<file path="src/hw/rtl/lscpu_pkg.sv">
// Shared types and constants for the load/store CPU execute step.
// Holds the opcode and status codes, stream field layout and the data memory
// request struct. No dependencies.
package lscpu_pkg;

    typedef enum logic [3:0] {
        OP_ADD     = 4'd0,
        OP_SUB     = 4'd1,
        OP_ADDI    = 4'd2,
        OP_MUL     = 4'd3,
        OP_LW      = 4'd4,
        OP_SW      = 4'd5,
        OP_BEQ     = 4'd6,
        OP_BNE     = 4'd7,
        OP_J       = 4'd8,
        OP_JAL     = 4'd9,
        OP_JR      = 4'd10,
        OP_SYSCALL = 4'd11
    } op_t;

    typedef enum logic [2:0] {
        ST_OK          = 3'd0,
        ST_HALT        = 3'd1,
        ST_LOAD_FAULT  = 3'd2,
        ST_STORE_FAULT = 3'd3,
        ST_BAD_OP      = 3'd4,
        ST_STOPPED     = 3'd5
    } status_t;

    // Fixed register roles.
    localparam logic [4:0] REG_LINK = 5'd31;
    localparam logic [4:0] REG_SEL  = 5'd2;
    localparam logic [4:0] REG_ARG  = 5'd4;

    // Service call selectors held in the selector register.
    localparam logic [31:0] SYS_PRINT = 32'd1;
    localparam logic [31:0] SYS_READ  = 32'd5;
    localparam logic [31:0] SYS_EXIT  = 32'd10;

    // Input tdata layout, lowest bit first.
    localparam int S_TDATA_W = 104;
    localparam int F_OPCODE  = 0;
    localparam int F_DEST    = 4;
    localparam int F_SRC_A   = 9;
    localparam int F_SRC_B   = 14;
    localparam int F_IMM     = 19;
    localparam int F_RDVAL   = 51;
    localparam int F_PADDR   = 83;
    localparam int F_PBYTE   = 95;

    // Output tdata width (106 bits of fields, padded to whole bytes).
    localparam int M_TDATA_W = 112;

    typedef struct packed {
        logic       rd_en;
        logic       wr_en;
        logic [3:0] wr_mask;  // byte lanes in word order, lane 0 at the address
    } dmem_req_t;

endpackage

</file>
<file path="src/hw/rtl/lscpu_rf.sv">
// Register file of the execute step: 32 x 32-bit synchronous memory with two
// registered read ports, write-through, valid bits and shadows of r2 and r4.
// Depends on lscpu_pkg.
module lscpu_rf
    import lscpu_pkg::*;
(
    input  logic        clk,
    input  logic        rst_n,
    input  logic        rd_en,
    input  logic [4:0]  addr_a,
    input  logic [4:0]  addr_b,
    input  logic        we,
    input  logic [4:0]  waddr,
    input  logic [31:0] wdata,
    output logic [31:0] data_a,
    output logic [31:0] data_b,
    output logic [31:0] sel_val,
    output logic [31:0] arg_val
);

    logic [31:0] rf_mem [32];
    logic [31:0] vld_reg;
    logic [31:0] q_a_reg;
    logic [31:0] q_b_reg;
    logic        qv_a_reg;
    logic        qv_b_reg;
    logic [31:0] sel_reg;
    logic [31:0] arg_reg;

    always_ff @(posedge clk)
    begin
        if (we)
        begin
            rf_mem[waddr] <= wdata;
        end
    end

    // A write to the address being read, or held, lands in the read register,
    // so the held operand stays current while its consumer is stalled.
    always_ff @(posedge clk)
    begin
        if (we && waddr == addr_a)
        begin
            q_a_reg  <= wdata;
            qv_a_reg <= 1'b1;
        end
        else if (rd_en)
        begin
            q_a_reg  <= rf_mem[addr_a];
            qv_a_reg <= vld_reg[addr_a];
        end

        if (we && waddr == addr_b)
        begin
            q_b_reg  <= wdata;
            qv_b_reg <= 1'b1;
        end
        else if (rd_en)
        begin
            q_b_reg  <= rf_mem[addr_b];
            qv_b_reg <= vld_reg[addr_b];
        end
    end

    always_ff @(posedge clk or negedge rst_n)
    begin
        if (!rst_n)
        begin
            vld_reg <= '0;
            sel_reg <= '0;
            arg_reg <= '0;
        end
        else if (we)
        begin
            vld_reg[waddr] <= 1'b1;
            if (waddr == REG_SEL)
            begin
                sel_reg <= wdata;
            end
            if (waddr == REG_ARG)
            begin
                arg_reg <= wdata;
            end
        end
    end

    assign data_a  = qv_a_reg ? q_a_reg : '0;
    assign data_b  = qv_b_reg ? q_b_reg : '0;
    assign sel_val = sel_reg;
    assign arg_val = arg_reg;

endmodule

</file>
<file path="config.mk">
export PLATFORM = sky130hd
export DESIGN_NAME = lscpu_rf
export DESIGN_NICKNAME = d
export VERILOG_FILES = /design/src/hw/rtl/lscpu_pkg.sv /design/src/hw/rtl/lscpu_rf.sv
export SDC_FILE = /design/constraint.sdc
export NUM_CORES = 1
export LEC_CHECK = 0
export BUFFER_PORTS_ARGS = -buffer_cell sky130_fd_sc_hd__buf_4
export CAP_MARGIN = 0
export CORE_MARGIN = 2
export CORE_UTILIZATION = 35
export CTS_BUF_LIST = sky130_fd_sc_hd__clkbuf_4 sky130_fd_sc_hd__clkbuf_8
export CTS_CLUSTER_SIZE = 14
export DETAILED_ROUTE_END_ITERATION = 7
export SKIP_LAST_GASP = 1
export SLEW_MARGIN = 5
export SYNTH_ARGS = -nofsm -noshare
export SYNTH_HDL_FRONTEND = slang
export SYNTH_SLANG_ARGS = --single-unit
</file>
<file path="constraint.sdc">
create_clock -name clk -period 2.5 [get_ports clk]
set_clock_uncertainty 0.2 [all_clocks]
set_input_delay 0.25 -clock clk [delete_from_list [all_inputs] [get_ports clk]]
set_output_delay 0.25 -clock clk [all_outputs]
set_load 0.005 [all_outputs]
</file>
==> metrics.txt, run 1 <==
worst hold path type in -> reg; Final setup viols 0; synthesized instance count between 3k and 4k; biggest area consumer among synthesized cells edfxtp_1; layout cells sized above 1 around a quarter; GPL Wtd Cong 0.806; multi-input logic area about 20000 um^2; Setup crit start kind flip-flop; Max stage delay on crit path 0.37 ns; clk_lat worst skew ~0.96 ns; Post-Layout Cell Count 6475; Rel. slew slack 44.7%; Mean Syn Cell Area around 15 um^2; CTS buffer count between 200 and 250; CP max stage cell dfxtp_4; Pleak ~26 nW; Register Area roughly 35000 um^2; CTS max path bufs 3; Tcrit/Tclk final a little over nine tenths; Synth async-reset ratio under 10%; Vias about 38k; worst-path maximum fanout 5; area share of the largest cell type after synthesis around three fifths; Slew Limit Fails 0; status complete, no violations; Max VDD drop between 0.5 and 0.6 mV; Die W 405 um; Placed Instances 6004; DR pass1 iterations 5; Most common cell on crit path buf_4; Area Overhead vs Synth 21.6%; antenna-violating nets left 0; Initial Utilization between 30% and 40%; crit path DAT roughly 2.0 ns; CP cell instances buf_12 > buf_4 > and2_1 > buf_4; R2R Path Start vld_reg[30]$_DFFE_PN0P_; post-route setup slack about 0.05 ns; # DRC 0; H-tree Lvls 4; post-place setup slack 0.00518 ns; Final Power 46.9 mW; Worst-path clk slew 0.06 ns; Fillers 14.4k; global-route wire length before repair ~280000 um; DR iter-0 viols ~3.6k; total track usage 23.9%; Seq/Total Area, Yosys ~62%; Synth Register Bits approximately 1.2k; Post-DP Area around 63000 um^2; Via-to-Cell Ratio 5.84; CP top delay family buffers and inverters; synth warn 0; PwrDens 686 nW/um^2; full die area about 160000 um^2; DPL Wire Length about 110000 um; WP data required around 2 ns; Distinct cells, synth 51; Hold Startpoint wdata[29]; total congestion overflow 0; Sink Count 1186; Synth Net Count about 3.7k; clk root buf clkbuf_8; vias in the first global route between 30k and 40k; cell row count about 150; most flop-heavy register rf_mem; top post-synthesis cells by area edfxtp_1, mux2i_1, dfrtp_1, a22oi_1, a22o_1; Worst Tran Pin Value a little over 0.8 ns; Largest register FFs around 1k; Crit Path Category reg -> out; DR WL/cell 30.9 um; final hold viol count 0; Nets between 4k and 5k; ys flop type edfxtp_1; routed wire length ~200000 um; mapped cell area roughly 56000 um^2; EDFF count, synth roughly 1.1k; crit path from qv_b_reg$_SDFFE_PP1P_; crit path time final 2.45 ns; CP Capture Type primary output; RSZ-0062 raised after global routing yes; CTS tree built; largest net degree at the start of global routing 57; # Max-Cap Violations 0; Buffers on Ports around 180; CP Buf/Inv Count 3; core area 160000 um^2; FMAX 408 MHz; Finished Cell Area ~68000 um^2; Ports 179; Die Ht between 400 and 500 um; initial antenna violation count 6
tightest hold or removal path, stage by stage:
cell and delay, ns:
dlygate4sd3_1 0.53, buf_4 0.25, nand2_1 0.10, nand2_1 0.04
final timing paths:
| kind | depth (start not counted) | slack (ns) | endpoint |
|---|---|---|---|
| min | 4 | 0.07 | sel_val[29]$_DFFE_PN0P_ |
| max in group asynchronous | 4 | 1.50 | arg_val[20]$_DFFE_PN0P_ |
| min reg2reg | 2 | 0.27 | sel_val[3]$_DFFE_PN0P_ |
| max reg2reg | 6 | 0.17 | qv_b_reg$_SDFFE_PP1P_ |
| max | 4 | 0.05 | data_b[20] |
| min in group asynchronous | 4 | 0.17 | arg_val[2]$_DFFE_PN0P_ |
synthesized netlist by cell type (3+ instances only):
master,n
nand2_1,168
a22o_1,129
a22oi_1,257
buf_8,4
a221oi_1,96
xor2_1,8
clkbuf_1,112
mux2_2,8
mux2_4,28
clkbuf_4,5
nand2b_1,7
a221oi_2,32
buf_2,51
buf_12,6
a21oi_1,129
buf_1,28
mux4_2,11
dfrtp_1,96
mux2i_1,1031
edfxtp_1,1088
buf_6,22
or2_2,35
nand3_1,3
nand3b_1,6
nor2b_1,7
buf_4,70
o22ai_1,65
nor2_1,35
and2_1,66
o41ai_2,64
stage by stage:
step,hold WS (ns),util [%],TNS [ns]
3_3_place_gp,0.0464,39.4,-0.00305
5_1_grt,0.0581,42.8,-0.00793
6_report,0.0726,42.8,0
4_1_cts,0.00373,42.7,-0.0726
2_1_floorplan,-0.246,-,-244.02
3_5_place_dp,0.0464,39.4,0
routing by layer:
layer  share of wire (%)  vias up  track usage [%]
met5                   0        -                0
li1                    -    15965                -
met1                  40    19513             30.8
met2                  48     1902             39.4
met3                 8.0      435             4.59
met4                 3.8        0             9.52
cell families after synthesis:
group,count (synthesis),synth area share [%]
flops,1186,62.4
mux,1078,19.7
compound gates,781,11.6
simple gates,340,2.90
buf+inv,301,3.17
xor+xnor,10,0.156
report_power, final:
group	internal, mW	switching, mW
Combinational	2.61	3.04
Sequential	22.4	0.400
Clock	10.0	8.45
cell usage in the layout (no fill, tap or decap), drive strengths merged, types with 2 or more instances in the layout:
master          n
dfxtp           2
o22ai          65
buf           531
mux2i        1031
inv            14
a22o          129
nand3b          6
xnor2           2
or2            36
clkinvlp        2
clkinv         56
edfxtp       1088
diode           5
nor3            2
nor4            2
a22oi         257
and2           66
nand3           3
nor2b           7
a221oi        128
nor2           35
mux4           11
dfrtp          96
o41ai          64
or3b            3
a21oi         129
a211o           2
clkbuf        289
mux2           36
xor2            8
dlygate4sd3    87
and3            2
nand2         168
nand2b          7
bufinv          9
what timing repair did:
action,in CTS,in global routing
hold endpoints to repair,1567,0
endpoints found under the setup margin,64,19
resized for setup,4,9
gates cloned,1,2
pin swaps,0,1
hold buffers,89,0
buffers inserted,8,1
layout make-up:
type                       instances  share of cell area [%]
inverter                           3                  0.0347
tap                             2086                    3.82
antenna                            5                  0.0183
multi-input combinational       2209                    28.7
timing repair buffer             621                    9.93
sequential                      1186                    51.3
clock inverter                    78                    1.02
clock buffer                     287                    5.13
Power figures use the tool's default switching activity.
==> run 2, diff against run 1 <==
--- a/config.mk
+++ b/config.mk
@@ -12,6 +12,7 @@
 export CTS_BUF_LIST = sky130_fd_sc_hd__clkbuf_4 sky130_fd_sc_hd__clkbuf_8
 export CTS_CLUSTER_SIZE = 14
 export DETAILED_ROUTE_END_ITERATION = 7
+export RECOVER_POWER = 100
 export SKIP_LAST_GASP = 1
 export SLEW_MARGIN = 5
 export SYNTH_ARGS = -nofsm -noshare
==> metrics.txt, run 2 (same netlist as run 1, synthesis figures left out) <==
Fillers 14.6k (was 14.4k); largest net degree at the start of global routing 57 (unchanged); Worst-path clk slew 0.06 ns (about the same); worst-path maximum fanout 10 (was 5); Vias 37.8k (about the same); Sink Count 1186 (unchanged); Area Overhead vs Synth 19.0% (was 21.6%); Initial Utilization 35.1% (unchanged); Tcrit/Tclk final 99.4% (was 98.0%); CP max stage cell clkbuf_2 (was dfxtp_4); status complete, but fails checks (was complete, no violations); core area 160000 um^2 (unchanged); cell row count 147 (unchanged); vias in the first global route 38.2k (unchanged); DR pass1 iterations 8 (was 5); worst hold path type in -> reg (unchanged); CP Capture Type flip-flop (was primary output); GPL Wtd Cong 0.806 (unchanged); Die W 405 um (unchanged); FMAX 403 MHz (was 408 MHz); multi-input logic area 19200 um^2 (was 19600 um^2); commonest non-fill, non-tap cell in the layout edfxtp_1 (unchanged); most flop-heavy register rf_mem (unchanged); Max VDD drop 0.572 mV (was 0.560 mV); Buffers on Ports 178 (unchanged); Slew Limit Fails 279 (was 0); DR WL/cell 30.9 um (about the same); routed wire length 200000 um (about the same); CTS tree built (unchanged); Ports 179 (unchanged); highest-count cells in the layout ignoring fill and taps edfxtp_1, mux2i_1, buf_4 (unchanged); initial antenna violation count 8 (was 6); WP data required 2.84 ns (was 2.05 ns); DPL Wire Length 114000 um (unchanged); CTS buffer count 203 (unchanged); failing checks capacitance limit, slew limit; Rel. slew slack -19.0% (was 44.7%); Register Area 35100 um^2 (unchanged); Final setup viols 0 (unchanged); global-route wire length before repair 279000 um (unchanged); Post-DP Area 63100 um^2 (unchanged); layout cells sized above 1 22.2% (was 25.0%); total track usage 23.9% (unchanged); Finished Cell Area 66900 um^2 (was 68400 um^2); final hold viol count 0 (unchanged); setup TNS 0 ns (unchanged); Crit Path Category in -> reg (was reg -> out); Pleak 25.2 nW (was 25.9 nW); clk root buf clkbuf_8 (unchanged); Max stage delay on crit path 0.60 ns (was 0.37 ns); CP cell instances dlygate4sd3_1 > buf_4 > nand3b_1 > dlygate4sd3_1 > clkbuf_2 > nor2_4 > clkbuf_2 (was buf_12 > buf_4 > and2_1 > buf_4); Hold Startpoint wdata[21] (was wdata[29]); hold slack 0.0720 ns (was 0.0726 ns); CTS max path bufs 3 (unchanged); Setup crit start kind primary input (was flip-flop); crit path DAT 2.82 ns (was 2.00 ns); DR iter-0 viols 3553 (was 3613); Largest register FFs 1024 (unchanged); Worst Tran Pin Value 1.79 ns (was 0.830 ns); total congestion overflow 0 (unchanged); antenna-violating nets left 0 (unchanged); Via-to-Cell Ratio 5.84 (about the same); # Max-Cap Violations 10 (was 0); crit path time final 2.48 ns (was 2.45 ns); Final Power 46.6 mW (was 46.9 mW); Die Ht 405 um (unchanged); crit path from waddr[0] (was qv_b_reg$_SDFFE_PP1P_); H-tree Lvls 4 (unchanged); full die area 164000 um^2 (unchanged); Final Util 41.8% (was 42.8%); # DRC 0 (unchanged); R2R Path Start vld_reg[30]$_DFFE_PN0P_ (unchanged); clk_lat worst skew 0.97 ns (was 0.96 ns); Nets 4275 (unchanged); RSZ-0062 raised after global routing yes (unchanged); PwrDens 697 nW/um^2 (was 686 nW/um^2)
## run 2: cell count changes in the layout (fill, tap and decap cells not counted), sizes merged
| cell | change |
|---|---|
| clkbuf | +167 |
| diode | +4 |
| clkdlybuf4s25 | +1 |
| dlymetal6s4s | -1 |
| buf | -167 |
## run 2: worst max-delay path, delay by kind of cell
family / cells / cell delay [ns]
buffers and inverters: 5 / 2.18
and+or+nand+nor: 2 / 0.38
## run 2: final cells by class
| class | instances | area share, % |
|---|---|---|
| antenna | 9 | 0.0336 |
| clock buffer | 287 | 5.25 |
| clock inverter | 78 | 1.04 |
| inverter | 3 | 0.0355 |
| multi-input combinational | 2209 | 28.6 |
| sequential | 1186 | 52.5 |
| tap | 2086 | 3.90 |
| timing repair buffer | 621 | 8.66 |
## run 2: report_power, final
group | leakage, nW | switching, mW | total [mW] | internal, mW
Sequential | 11.0 | 0.389 | 22.8 | 22.4
Clock | 2.23 | 8.45 | 18.5 | 10.0
Combinational | 12.0 | 3.00 | 5.38 | 2.38
Total | 25.2 | 11.8 | 46.6 | 34.8
## run 2: path summary, 6_finish.rpt
| path | to | slack (ns) | depth (start not counted) |
|---|---|---|---|
| max | rf_mem[10][9]$_DFFE_PP_ | 0.02 | 7 |
| min | rf_mem[11][21]$_DFFE_PP_ | 0.07 | 2 |
| max reg2reg | qv_b_reg$_SDFFE_PP1P_ | 0.15 | 6 |
| min reg2reg | sel_val[3]$_DFFE_PN0P_ | 0.27 | 2 |
| max in group asynchronous | arg_val[20]$_DFFE_PN0P_ | 0.30 | 4 |
| min in group asynchronous | arg_val[2]$_DFFE_PN0P_ | 0.57 | 4 |
## run 2: metal layers
metal | part of all wire (%) | GRT usage [%] | up-vias
met1 | 40 | 30.8 | 19506
met5 | 0.0045 | 0 | -
li1 | - | - | 15983
met3 | 8.1 | 4.59 | 455
met4 | 4.0 | 9.52 | 2
met2 | 48 | 39.4 | 1881
## run 2: stage by stage
stage	instances	worst slack [ns]
floorplan	3696	-0.441
global placement	6004	-0.00305
detailed placement	6004	0.00518
CTS	6467	-0.0328
global route	6476	-0.0260
finish	6479	0.0160
## run 2: repair_timing
item | CTS | global route
gates resized for setup | 4 | 9
hold endpoints to repair | 1567 | 0
pin swaps | 0 | 1
gates cloned | 1 | 2
endpoints found under the setup margin | 64 | 19
hold buffers | 89 | 0
setup buffers | 8 | 1
